File: config.mk
export PLATFORM = sky130hd
export DESIGN_NAME = grammar_text_tokenizer_core
export DESIGN_NICKNAME = d
export VERILOG_FILES = /design/src/design/gtt_pkg.sv /design/src/design/gtt_ram.sv /design/src/design/gtt_ctrl.sv /design/src/design/gtt_dpath.sv /design/src/design/grammar_text_tokenizer_core.sv
export SDC_FILE = /design/constraint.sdc
export NUM_CORES = 1
export LEC_CHECK = 0
export BUFFER_PORTS_ARGS = -buffer_cell sky130_fd_sc_hd__buf_2
export CAP_MARGIN = 25
export CORE_MARGIN = 2
export CORE_UTILIZATION = 60
export CTS_CLUSTER_DIAMETER = 30
export DETAILED_ROUTE_END_ITERATION = 10
export PLACE_DENSITY = 0.77
export SLEW_MARGIN = 30
export SYNTH_ARGS = -nofsm -noshare
export SYNTH_HDL_FRONTEND = slang
export SYNTH_HIERARCHICAL = 1
export SYNTH_SLANG_ARGS = --single-unit
File: constraint.sdc
create_clock -name clk -period 7.8 [get_ports clk]
set_input_delay 0.78 -clock clk [delete_from_list [all_inputs] [get_ports clk]]
set_output_delay 0.78 -clock clk [all_outputs]
set_load 0.03 [all_outputs]
File: src/design/gtt_pkg.sv
// ----------------------------------------------------------------------------
// gtt_pkg
// Shared types, codes and character constants of the grammar text tokenizer.
// ----------------------------------------------------------------------------
package gtt_pkg;

  localparam int MAX_LEXEME_DEF    = 32;
  localparam int POSITION_BITS_DEF = 16;
  localparam int MAX_RESULTS       = 64;
  localparam int RES_W             = $clog2(MAX_RESULTS + 1);

  localparam int BYTE_W    = 8;
  localparam int KIND_W    = 4;
  localparam int OUT_POS_W = 16;
  localparam int OUT_LEN_W = 6;

  typedef enum logic [KIND_W-1:0] {
    KIND_IDENT   = 4'd0,
    KIND_STRING  = 4'd1,
    KIND_EPSILON = 4'd2,
    KIND_ARROW   = 4'd3,
    KIND_BAR     = 4'd4,
    KIND_AMP     = 4'd5,
    KIND_TILDE   = 4'd6,
    KIND_SEMI    = 4'd7,
    KIND_END     = 4'd8,
    KIND_INVALID = 4'd9
  } kind_t;

  typedef enum logic [2:0] {
    MODE_IDLE,
    MODE_IDENT,
    MODE_STRING,
    MODE_ESCAPE,
    MODE_DASH
  } mode_t;

  typedef enum logic [2:0] {
    ST_WAIT,
    ST_FEED,
    ST_RD,
    ST_LD,
    ST_OUT
  } state_t;

  typedef struct packed {
    logic load_in;
    logic feed;
    logic rd_first;
    logic advance;
    logic ld_out;
  } cmd_t;

  typedef struct packed {
    logic emit;
    logic retry;
    logic last;
    logic drop;
  } sts_t;

  localparam logic [BYTE_W-1:0] CH_UNDERSCORE = 8'h5f;
  localparam logic [BYTE_W-1:0] CH_DASH       = 8'h2d;
  localparam logic [BYTE_W-1:0] CH_GT         = 8'h3e;
  localparam logic [BYTE_W-1:0] CH_BAR        = 8'h7c;
  localparam logic [BYTE_W-1:0] CH_AMP        = 8'h26;
  localparam logic [BYTE_W-1:0] CH_TILDE      = 8'h7e;
  localparam logic [BYTE_W-1:0] CH_SEMI       = 8'h3b;
  localparam logic [BYTE_W-1:0] CH_QUOTE      = 8'h22;
  localparam logic [BYTE_W-1:0] CH_BSLASH     = 8'h5c;
  localparam logic [BYTE_W-1:0] CH_SPACE      = 8'h20;
  localparam logic [BYTE_W-1:0] CH_TAB        = 8'h09;
  localparam logic [BYTE_W-1:0] CH_LF         = 8'h0a;
  localparam logic [BYTE_W-1:0] CH_CR         = 8'h0d;

  localparam logic [7*BYTE_W-1:0] KW_EPSILON = "epsilon";
  localparam logic [3*BYTE_W-1:0] LX_EOF     = "EOF";
  localparam int                  KW_EPS_LEN = 7;

  function automatic logic is_word(input logic [BYTE_W-1:0] c);
    return (c >= "0" && c <= "9") || (c >= "A" && c <= "Z") ||
           (c >= "a" && c <= "z") || c == CH_UNDERSCORE;
  endfunction

  function automatic logic is_space(input logic [BYTE_W-1:0] c);
    return c == CH_SPACE || (c >= CH_TAB && c <= CH_CR);
  endfunction

endpackage

File: src/design/gtt_ram.sv
// ----------------------------------------------------------------------------
// gtt_ram
// Simple dual-port RAM, one write and one registered read port.
// ----------------------------------------------------------------------------
module gtt_ram #(
  parameter int WIDTH = 8,
  parameter int DEPTH = 32
) (
  input  logic                     clk,
  input  logic                     we,
  input  logic [$clog2(DEPTH)-1:0] waddr,
  input  logic [WIDTH-1:0]         wdata,
  input  logic                     re,
  input  logic [$clog2(DEPTH)-1:0] raddr,
  output logic [WIDTH-1:0]         rdata
);

  logic [WIDTH-1:0] mem [DEPTH];

  always_ff @(posedge clk) begin
    if (we) begin
      mem[waddr] <= wdata;
    end
    if (re) begin
      rdata <= mem[raddr];
    end
  end

endmodule

File: src/design/gtt_ctrl.sv
// ----------------------------------------------------------------------------
// gtt_ctrl
// Sequencer: takes a transaction, runs one or two lexer passes over it and
// walks each finished token out one result at a time.
// ----------------------------------------------------------------------------
module gtt_ctrl
  import gtt_pkg::*;
(
  input  logic clk,
  input  logic rst_n,
  input  logic in_valid,
  output logic in_stall,
  output logic out_valid,
  input  logic out_stall,
  output cmd_t cmd,
  input  sts_t sts
);

  state_t state_r, state_nxt;
  logic   pass_r, pass_nxt;
  logic   retry_r, retry_nxt;

  always_ff @(posedge clk) begin
    if (!rst_n) begin
      state_r <= ST_WAIT;
      pass_r  <= 1'b0;
      retry_r <= 1'b0;
    end else begin
      state_r <= state_nxt;
      pass_r  <= pass_nxt;
      retry_r <= retry_nxt;
    end
  end

  always_comb begin
    state_nxt = state_r;
    pass_nxt  = pass_r;
    retry_nxt = retry_r;
    cmd       = '0;
    in_stall  = 1'b1;
    out_valid = 1'b0;
    unique case (state_r)
      ST_WAIT: begin
        in_stall = 1'b0;
        if (in_valid) begin
          cmd.load_in = 1'b1;
          pass_nxt    = 1'b0;
          state_nxt   = ST_FEED;
        end
      end
      ST_FEED: begin
        cmd.feed  = 1'b1;
        pass_nxt  = 1'b1;
        retry_nxt = sts.retry && !pass_r;
        if (sts.emit) begin
          state_nxt = ST_RD;
        end else if (sts.retry && !pass_r) begin
          state_nxt = ST_FEED;
        end else begin
          state_nxt = ST_WAIT;
        end
      end
      ST_RD: begin
        cmd.rd_first = 1'b1;
        state_nxt    = ST_LD;
      end
      ST_LD: begin
        if (sts.drop) begin
          state_nxt = retry_r ? ST_FEED : ST_WAIT;
        end else begin
          cmd.ld_out = 1'b1;
          state_nxt  = ST_OUT;
        end
      end
      ST_OUT: begin
        out_valid = 1'b1;
        if (!out_stall) begin
          if (sts.last) begin
            state_nxt = retry_r ? ST_FEED : ST_WAIT;
          end else begin
            cmd.advance = 1'b1;
            state_nxt   = ST_LD;
          end
        end
      end
      default: begin
        state_nxt = ST_WAIT;
      end
    endcase
  end

endmodule

File: src/design/gtt_dpath.sv
// ----------------------------------------------------------------------------
// gtt_dpath
// Lexer datapath: position counters, lexer mode, lexeme buffer, token
// descriptor and result register.
// ----------------------------------------------------------------------------
module gtt_dpath
  import gtt_pkg::*;
#(
  parameter int MAX_LEXEME    = MAX_LEXEME_DEF,
  parameter int POSITION_BITS = POSITION_BITS_DEF
) (
  input  logic                 clk,
  input  logic                 rst_n,
  input  cmd_t                 cmd,
  output sts_t                 sts,
  input  logic [BYTE_W-1:0]    in_byte,
  input  logic                 in_eof,
  output logic [KIND_W-1:0]    out_token_kind,
  output logic [OUT_POS_W-1:0] out_token_line,
  output logic [OUT_POS_W-1:0] out_token_column,
  output logic [OUT_LEN_W-1:0] out_lexeme_length,
  output logic [BYTE_W-1:0]    out_lexeme_byte,
  output logic                 out_truncated,
  output logic                 out_last_of_token
);

  localparam int P     = POSITION_BITS;
  localparam int LEN_W = $clog2(MAX_LEXEME + 1);
  localparam int AW    = $clog2(MAX_LEXEME);
  localparam int CW    = ((P > LEN_W) ? P : LEN_W) + 1;

  function automatic logic [P-1:0] sat_add(input logic [P-1:0] v, input logic [1:0] n);
    logic [P:0] s;
    s = {1'b0, v} + (P+1)'(n);
    return s[P] ? '1 : s[P-1:0];
  endfunction

  function automatic logic [BYTE_W-1:0] kw_byte(input logic [2:0] i);
    return KW_EPSILON[BYTE_W*(KW_EPS_LEN-1-int'(i)) +: BYTE_W];
  endfunction

  // lexer state
  logic [BYTE_W-1:0] byte_r;
  logic              eof_r;
  mode_t             mode_r, mode_f;
  logic [P-1:0]      line_r, line_f;
  logic [P-1:0]      col_r, col_f;
  logic [LEN_W-1:0]  len_r, len_f;
  logic              ovf_r, ovf_f;
  logic              eps_r, eps_f;

  // token descriptor
  kind_t             tok_kind_r;
  logic [P-1:0]      tok_line_r;
  logic [P-1:0]      tok_col_r;
  logic [LEN_W-1:0]  tok_len_r;
  logic              tok_trunc_r;
  logic              tok_store_r;
  logic [BYTE_W-1:0] tok_byte_r;
  logic [AW-1:0]     idx_r;
  logic [RES_W-1:0]  res_cnt_r;

  // feed decode
  logic              emit, retry, clr, app_en, app_clear;
  logic [BYTE_W-1:0] app_byte;
  kind_t             e_kind;
  logic [LEN_W-1:0]  e_len;
  logic              e_trunc, e_store;
  logic [BYTE_W-1:0] e_byte;
  logic [P-1:0]      e_col;
  logic [LEN_W-1:0]  base_len;
  logic              base_ovf, base_eps;
  logic [CW-1:0]     need, colx;

  // lexeme buffer
  logic              ram_we, ram_re;
  logic [AW-1:0]     ram_waddr, ram_raddr;
  logic [BYTE_W-1:0] ram_rdata;
  logic [BYTE_W-1:0] const_byte;
  logic              last;

  always_comb begin
    mode_f    = mode_r;
    line_f    = line_r;
    col_f     = col_r;
    emit      = 1'b0;
    retry     = 1'b0;
    clr       = 1'b0;
    app_en    = 1'b0;
    app_clear = 1'b0;
    app_byte  = byte_r;
    e_kind    = KIND_INVALID;
    e_len     = len_r;
    e_trunc   = 1'b0;
    e_store   = 1'b0;
    e_byte    = byte_r;
    unique case (mode_r)
      MODE_IDENT: begin
        if (!eof_r && is_word(byte_r)) begin
          app_en = 1'b1;
          col_f  = sat_add(col_r, 2'd1);
        end else begin
          emit   = 1'b1;
          clr    = 1'b1;
          retry  = 1'b1;
          mode_f = MODE_IDLE;
          if (!ovf_r && len_r == LEN_W'(KW_EPS_LEN) && eps_r) begin
            e_kind = KIND_EPSILON;
            e_len  = '0;
          end else begin
            e_kind  = KIND_IDENT;
            e_trunc = ovf_r;
            e_store = 1'b1;
          end
        end
      end
      MODE_STRING: begin
        if (eof_r) begin
          emit    = 1'b1;
          clr     = 1'b1;
          retry   = 1'b1;
          mode_f  = MODE_IDLE;
          e_kind  = KIND_INVALID;
          e_trunc = ovf_r;
          e_store = 1'b1;
        end else if (byte_r == CH_QUOTE) begin
          col_f   = sat_add(col_r, 2'd1);
          emit    = 1'b1;
          clr     = 1'b1;
          mode_f  = MODE_IDLE;
          e_kind  = (len_r == '0 && !ovf_r) ? KIND_EPSILON : KIND_STRING;
          e_trunc = ovf_r;
          e_store = 1'b1;
        end else if (byte_r == CH_BSLASH) begin
          mode_f = MODE_ESCAPE;
        end else begin
          app_en = 1'b1;
          col_f  = sat_add(col_r, 2'd1);
        end
      end
      MODE_ESCAPE: begin
        mode_f = MODE_STRING;
        app_en = 1'b1;
        if (!eof_r && byte_r == CH_QUOTE) begin
          app_byte = CH_QUOTE;
          col_f    = sat_add(col_r, 2'd2);
        end else begin
          app_byte = CH_BSLASH;
          col_f    = sat_add(col_r, 2'd1);
          retry    = 1'b1;
        end
      end
      MODE_DASH: begin
        mode_f = MODE_IDLE;
        emit   = 1'b1;
        if (!eof_r && byte_r == CH_GT) begin
          col_f  = sat_add(col_r, 2'd2);
          e_kind = KIND_ARROW;
          e_len  = LEN_W'(2);
        end else begin
          col_f  = sat_add(col_r, 2'd1);
          e_kind = KIND_INVALID;
          e_len  = LEN_W'(1);
          e_byte = CH_DASH;
          retry  = 1'b1;
        end
      end
      default: begin
        mode_f = MODE_IDLE;
        if (eof_r) begin
          col_f  = sat_add(col_r, 2'd1);
          emit   = 1'b1;
          e_kind = KIND_END;
          e_len  = LEN_W'(3);
        end else if (is_space(byte_r)) begin
          if (byte_r == CH_LF || byte_r == CH_CR) begin
            line_f = sat_add(line_r, 2'd1);
            col_f  = P'(1);
          end else begin
            col_f = sat_add(col_r, 2'd1);
          end
        end else if (byte_r == CH_QUOTE) begin
          col_f  = sat_add(col_r, 2'd1);
          clr    = 1'b1;
          mode_f = MODE_STRING;
        end else if (is_word(byte_r)) begin
          app_en    = 1'b1;
          app_clear = 1'b1;
          col_f     = sat_add(col_r, 2'd1);
          mode_f    = MODE_IDENT;
        end else if (byte_r == CH_DASH) begin
          mode_f = MODE_DASH;
        end else begin
          col_f = sat_add(col_r, 2'd1);
          emit  = 1'b1;
          e_len = LEN_W'(1);
          case (byte_r)
            CH_BAR:   e_kind = KIND_BAR;
            CH_AMP:   e_kind = KIND_AMP;
            CH_TILDE: e_kind = KIND_TILDE;
            CH_SEMI:  e_kind = KIND_SEMI;
            default:  e_kind = KIND_INVALID;
          endcase
        end
      end
    endcase
  end

  // lexeme append and clear
  always_comb begin
    base_len  = app_clear ? '0 : len_r;
    base_ovf  = app_clear ? 1'b0 : ovf_r;
    base_eps  = app_clear ? 1'b1 : eps_r;
    len_f     = len_r;
    ovf_f     = ovf_r;
    eps_f     = eps_r;
    ram_we    = 1'b0;
    ram_waddr = base_len[AW-1:0];
    if (clr) begin
      len_f = '0;
      ovf_f = 1'b0;
      eps_f = 1'b1;
    end else if (app_en) begin
      if (base_len < LEN_W'(MAX_LEXEME)) begin
        ram_we = cmd.feed;
        len_f  = base_len + LEN_W'(1);
        ovf_f  = base_ovf;
        eps_f  = base_eps && base_len < LEN_W'(KW_EPS_LEN) &&
                 app_byte == kw_byte(base_len[2:0]);
      end else begin
        len_f = base_len;
        ovf_f = 1'b1;
        eps_f = base_eps;
      end
    end
  end

  // column of the token start, clamped at zero
  always_comb begin
    need  = CW'(e_len) + CW'(1);
    colx  = CW'(col_f);
    e_col = (colx > need) ? P'(colx - need) : '0;
  end

  always_ff @(posedge clk) begin
    if (!rst_n) begin
      mode_r    <= MODE_IDLE;
      line_r    <= P'(1);
      col_r     <= P'(1);
      len_r     <= '0;
      ovf_r     <= 1'b0;
      eps_r     <= 1'b1;
      idx_r     <= '0;
      res_cnt_r <= '0;
    end else begin
      if (cmd.feed) begin
        mode_r <= mode_f;
        line_r <= line_f;
        col_r  <= col_f;
        len_r  <= len_f;
        ovf_r  <= ovf_f;
        eps_r  <= eps_f;
        if (emit) begin
          idx_r <= '0;
        end
      end
      if (cmd.advance) begin
        idx_r <= idx_r + AW'(1);
      end
      if (cmd.load_in) begin
        res_cnt_r <= '0;
      end else if (cmd.ld_out) begin
        res_cnt_r <= res_cnt_r + RES_W'(1);
      end
    end
  end

  always_ff @(posedge clk) begin
    if (cmd.load_in) begin
      byte_r <= in_byte;
      eof_r  <= in_eof;
    end
    if (cmd.feed && emit) begin
      tok_kind_r  <= e_kind;
      tok_line_r  <= line_f;
      tok_col_r   <= e_col;
      tok_len_r   <= e_len;
      tok_trunc_r <= e_trunc;
      tok_store_r <= e_store;
      tok_byte_r  <= e_byte;
    end
  end

  assign ram_re    = cmd.rd_first | cmd.advance;
  assign ram_raddr = cmd.advance ? idx_r + AW'(1) : idx_r;

  gtt_ram #(
    .WIDTH (BYTE_W),
    .DEPTH (MAX_LEXEME)
  ) u_lexeme_ram (
    .clk   (clk),
    .we    (ram_we),
    .waddr (ram_waddr),
    .wdata (app_byte),
    .re    (ram_re),
    .raddr (ram_raddr),
    .rdata (ram_rdata)
  );

  always_comb begin
    case (tok_kind_r)
      KIND_END:   const_byte = LX_EOF[BYTE_W*(2-int'(idx_r[1:0])) +: BYTE_W];
      KIND_ARROW: const_byte = (idx_r == '0) ? CH_DASH : CH_GT;
      default:    const_byte = tok_byte_r;
    endcase
  end

  assign last = (tok_len_r == '0) || (LEN_W'(idx_r) + LEN_W'(1) == tok_len_r);

  always_ff @(posedge clk) begin
    if (cmd.ld_out) begin
      out_token_kind    <= tok_kind_r;
      out_token_line    <= OUT_POS_W'(tok_line_r);
      out_token_column  <= OUT_POS_W'(tok_col_r);
      out_lexeme_length <= OUT_LEN_W'(tok_len_r);
      out_truncated     <= tok_trunc_r;
      out_last_of_token <= last;
      if (tok_len_r == '0) begin
        out_lexeme_byte <= '0;
      end else if (tok_store_r) begin
        out_lexeme_byte <= ram_rdata;
      end else begin
        out_lexeme_byte <= const_byte;
      end
    end
  end

  assign sts.emit  = emit;
  assign sts.retry = retry;
  assign sts.last  = last;
  assign sts.drop  = (res_cnt_r == RES_W'(MAX_RESULTS));

endmodule

File: src/design/grammar_text_tokenizer_core.sv
// ----------------------------------------------------------------------------
// grammar_text_tokenizer_core
// Lexer for BNF-style grammar text, one byte or end mark per transaction.
// ----------------------------------------------------------------------------
// Each input transaction is one text byte or an end-of-input mark. One
// transaction is worked on at a time: it is accepted and gets one lexer pass,
// and one more when the byte that ends a token is lexed again. Every
// finished token then leaves as a run of result transactions, one per lexeme
// byte (one result for an empty lexeme). A run opens with one buffer read and
// then moves each result through a load step and an output step, holding it
// while the result side stalls; the next result is loaded only after the last
// is taken. That order is set by the registered read of the single lexeme
// buffer followed by the result register. No new input is taken while a run
// is going out. The lexeme buffer needs no clearing after reset.
module grammar_text_tokenizer_core
  import gtt_pkg::*;
#(
  parameter int MAX_LEXEME    = MAX_LEXEME_DEF,
  parameter int POSITION_BITS = POSITION_BITS_DEF
) (
  input  logic                 clk,
  input  logic                 rst_n,
  input  logic                 in_valid,
  output logic                 in_stall,
  input  logic [BYTE_W-1:0]    in_byte,
  input  logic                 in_end_of_input,
  output logic                 out_valid,
  input  logic                 out_stall,
  output logic [KIND_W-1:0]    out_token_kind,
  output logic [OUT_POS_W-1:0] out_token_line,
  output logic [OUT_POS_W-1:0] out_token_column,
  output logic [OUT_LEN_W-1:0] out_lexeme_length,
  output logic [BYTE_W-1:0]    out_lexeme_byte,
  output logic                 out_truncated,
  output logic                 out_last_of_token
);

  cmd_t cmd;
  sts_t sts;

  gtt_ctrl u_ctrl (
    .clk       (clk),
    .rst_n     (rst_n),
    .in_valid  (in_valid),
    .in_stall  (in_stall),
    .out_valid (out_valid),
    .out_stall (out_stall),
    .cmd       (cmd),
    .sts       (sts)
  );

  gtt_dpath #(
    .MAX_LEXEME    (MAX_LEXEME),
    .POSITION_BITS (POSITION_BITS)
  ) u_dpath (
    .clk               (clk),
    .rst_n             (rst_n),
    .cmd               (cmd),
    .sts               (sts),
    .in_byte           (in_byte),
    .in_eof            (in_end_of_input),
    .out_token_kind    (out_token_kind),
    .out_token_line    (out_token_line),
    .out_token_column  (out_token_column),
    .out_lexeme_length (out_lexeme_length),
    .out_lexeme_byte   (out_lexeme_byte),
    .out_truncated     (out_truncated),
    .out_last_of_token (out_last_of_token)
  );

endmodule

==> impl_metrics.json <==
{
  "synth-seq-cells": 437,
  "slew_headroom_pct": 32.2,
  "clk_latency_ns": 0.61,
  "timing_worst_setup_path_type": "flip-flop to flip-flop",
  "cellLeakagePower_nw": 7.96,
  "detailroute.via_count": 13600,
  "synth_enable_flop_cells": 377,
  "placeableCoreArea_um2": 33300,
  "maxClockFrequency_mhz": 177,
  "grt_max_degree": 65,
  "critical_path_depth_in_cells": 20,
  "post_cts_resized": 0,
  "grt_setup_unrepaired": "false",
  "clkSlewWorstSetupHoldPaths_ns": 0.04,
  "final_replace_weighted_congestion": 0.924,
  "initial_antenna_violation_count": 3,
  "synth.yosys.seq_area_share_pct": 62.2,
  "whs_ns": 0.370,
  "timing.final.crit_period_ns": 5.64,
  "globalRouteTotalUtil_pct": 28.6,
  "r2r-start": "u_dpath/byte_r[2]",
  "cts_tree": "yes",
  "crit_family": "compound AO/OA/AOI/OAI gates",
  "wire_length_of_the_first_global_routing_pass_mm": 77.0,
  "maxCapViolCount": 0,
  "detail_route.first_pass.iterations": 6,
  "synth_ff_type": "edfxtp_1",
  "synthArstFlopShare_pct": 0,
  "power.density_nw_per_um2": 284,
  "synth_warnings": 6,
  "num-nets-final": 1597,
  "grt_pass1_vias": 13200,
  "setup_crit_end": "u_dpath/tok_col_r[13]",
  "global_route.overflow_total": 0,
  "cts_hold_buffers": 0,
  "finalHoldViolCount": 0,
  "synth_cells": 1487,
  "clock-skew-final_ns": 0.0436,
  "detail_route.wl_per_cell_um": 23.7,
  "switchingPower_mw": 1.66,
  "critPathMaxStageDelay_ns": 0.72,
  "dpl-instance-area_um2": 20800,
  "synth_fp_nets": 1519,
  "end_kind": "flip-flop",
  "wl_mm": 49.3,
  "die_h_um": 187,
  "period_share_pct": 72.4,
  "critical_path_arrival_ns": 5.97,
  "avg_vias_per_cell": 6.53,
  "syn2layout_area_growth_pct": 17.3,
  "dieArea_um2": 35000,
  "setup-violations-final": 0,
  "power.internal_mw": 5.05,
  "route.detailed.drc": 0,
  "synth_largest_area_cell": "edfxtp_1",
  "clock_buffer_count_from_cts": 78,
  "clock_tree.buffer_depth": 3,
  "count_of_final_max_slew_check_failures": 0,
  "cts_h_tree_depth": 3,
  "path_cells": "nor2_1 -> and3_1 -> a2111o_1 -> a21oi_1 -> or3_1 -> nand2_1 -> o221ai_1 -> ha_1 -> xnor2_1 -> ha_1 -> nor2b_1 -> o21ai_0 -> nand2b_1 -> a211oi_1 -> nor2_1 -> o22ai_1 -> nand2_1 -> nor4_4 -> buf_6 -> nor2_2",
  "min_delay_path_depth": 1,
  "start_util_pct": 60.5,
  "timing.critical_path.required_ns": 8.12,
  "finalInstanceArea_um2": 23600,
  "dieWidth_um": 187,
  "r2r-end": "u_dpath/tok_col_r[13]",
  "sw_frac_of_total_pct": 24.7,
  "design.portCount": 67,
  "min-delay-path-class": "input port to flip-flop",
  "cts.sink_count": 437,
  "start_kind": "flip-flop",
  "timing.reg2reg.worst_path_depth": 20,
  "clockPowerShare_pct": 52.4,
  "comb_power_share_pct": 7.3,
  "crit_start": "u_dpath/byte_r[2]",
  "cp.buffers_inverters": 1,
  "p_total_mw": 6.71,
  "post_detailed_route_count_of_antenna_violating_nets": 0,
  "ff2ff_setup_slack_ns": 2.16,
  "post-cts-setup-buffers": 0,
  "detailedRoute.firstIterationViolations": 1796,
  "sequentialPowerShare_pct": 40.3,
  "drive_gt1_share_pct": 22.9,
  "distinct_cell_type_count_after_synthesis": 88,
  "critical_path.max_fanout": 19,
  "fraction_of_synthesized_cell_area_taken_by_the_top_area_cell_type_pct": 56.3,
  "netlist_area_um2": 20100,
  "detailedPlacementHpwl_mm": 28.9,
  "clock-root-buffer": "clkbuf_16",
  "post_synth.cell_area_avg_um2": 13.5,
  "tightestPinTransition_ns": 1.01,
  "vdd.ir_drop.worst_mv": 0.219,
  "utilization_pct": 70.9,
  "fp-row-count": 67,
  "final.setup.tns_ns": 0,
  "result_of_the_run": "completed",
  "placement.io_buffers": 66,
  "yosys-top-cells-area": "edfxtp_1 (56%), mux4_2 (9.0%), dfxtp_1 (6.0%)",
  "critPathSlowestCell": "edfxtp_1"
}
[kinds of logic after synthesis]
kind of cell               after synthesis  share of synthesized area, %
and+or+nand+nor                        486                          12.5
DFF                                    437                          62.2
AOI/OAI and AO/OA                      258                          8.33
buffers and inverters                  122                          2.71
muxes                                  115                          10.8
xor gates and xnor gates                49                          2.13
adders and majority gates               20                          1.27
[area by class of cell]
class,count,area [um^2]
Multi-Input combinational cell,928,7120
Timing Repair Buffer,87,492
Inverter,33,126
Clock buffer,84,2010
Fill cell,2084,9670
Tap cell,448,561
Antenna cell,1,2.50
Sequential cell,437,12500
Clock inverter,61,776
[sequential cells by signal (all words and copies together) (netlist names), 5 cells and up]
signal / cells
u_dpath/byte_r: 8
u_dpath/col_r: 16
u_dpath/idx_r: 5
u_dpath/len_r: 6
u_dpath/line_r: 16
u_dpath/out_lexeme_byte: 8
u_dpath/out_lexeme_length: 6
u_dpath/out_token_column: 16
u_dpath/out_token_line: 16
u_dpath/res_cnt_r: 7
u_dpath/tok_byte_r: 8
u_dpath/tok_col_r: 16
u_dpath/tok_len_r: 6
u_dpath/tok_line_r: 16
u_dpath/u_lexeme_ram/mem: 256
u_dpath/u_lexeme_ram/rdata: 8
[power by group through the flow]
stage / sequential [mW] / clock [mW] / combinational [mW]
2_1_floorplan: 2.73 / 0 / 0.374
3_3_place_gp: 2.74 / 0 / 0.459
3_5_place_dp: 2.75 / 0 / 0.473
4_1_cts: 2.70 / 3.55 / 0.481
5_1_grt: 2.71 / 3.66 / 0.541
6_report: 2.70 / 3.52 / 0.491
[routing by layer]
layer  global-route usage [%]  vias up  share of wire, %
met5                        0        -                 0
met3                     7.75      114                11
met2                     44.2      898                47
met4                     10.1        0               2.7
met1                     39.6     6656                39
li1                         -     5913                 -
[cells in the mapped netlist (14+ instances only)]
cell and count:
a21oi_1 76, a221oi_1 14, and2_1 21, and3_1 17
clkbuf_1 54, dfxtp_1 60, edfxtp_1 377, ha_1 18
inv_1 31, mux2i_1 23, mux4_2 80, nand2_1 90
nand2b_1 21, nand3_1 41, nand4_1 23, nor2_1 153
nor2b_1 14, nor3_1 22, o21ai_0 56, xnor2_1 30
xor2_1 19
[through the flow]
| stage | setup WS [ns] | std cells |
|---|---|---|
| global placement | 2.32 | 1932 |
| CTS | 2.04 | 2077 |
| global route | 1.75 | 2078 |
| finish | 2.16 | 2079 |
| detailed placement | 2.13 | 1932 |
| floorplan | 3.41 | 1487 |
[placed cells by master (no fill, tap or decap), drive strengths merged, types with 10 or more instances in the layout]
cell and instances:
a31oi 11, nand2 91, clkbuf 84, nor3b 10
nand4 23, nor2b 14, nand2b 21, and2 23
o21a 10, dfxtp 60, a211oi 13, edfxtp 377
inv 52, nand3 41, buf 87, and3 17
a21oi 76, ha 18, clkinvlp 14, nor3 24
xor2 19, o21ai 59, mux2 12, clkinv 19
mux4 80, nor2 164, xnor2 30, mux2i 23
a221oi 15
[worst min path at each step]
| stage | from | to | slack, ns |
|---|---|---|---|
| after global routing | in_byte[7] | u_dpath/byte_r[7] | 0.36 |
| final | in_byte[6] | u_dpath/byte_r[6] | 0.37 |
| after CTS | in_byte[7] | u_dpath/byte_r[7] | 0.35 |
| after global placement | u_dpath/tok_line_r[5] | u_dpath/out_token_line[5] | 0.40 |
| after floorplan | u_dpath/tok_col_r[0] | u_dpath/out_token_column[0] | 0.40 |
| after detailed placement | u_dpath/tok_line_r[0] | u_dpath/out_token_line[0] | 0.40 |
Power figures use the tool's default switching activity.
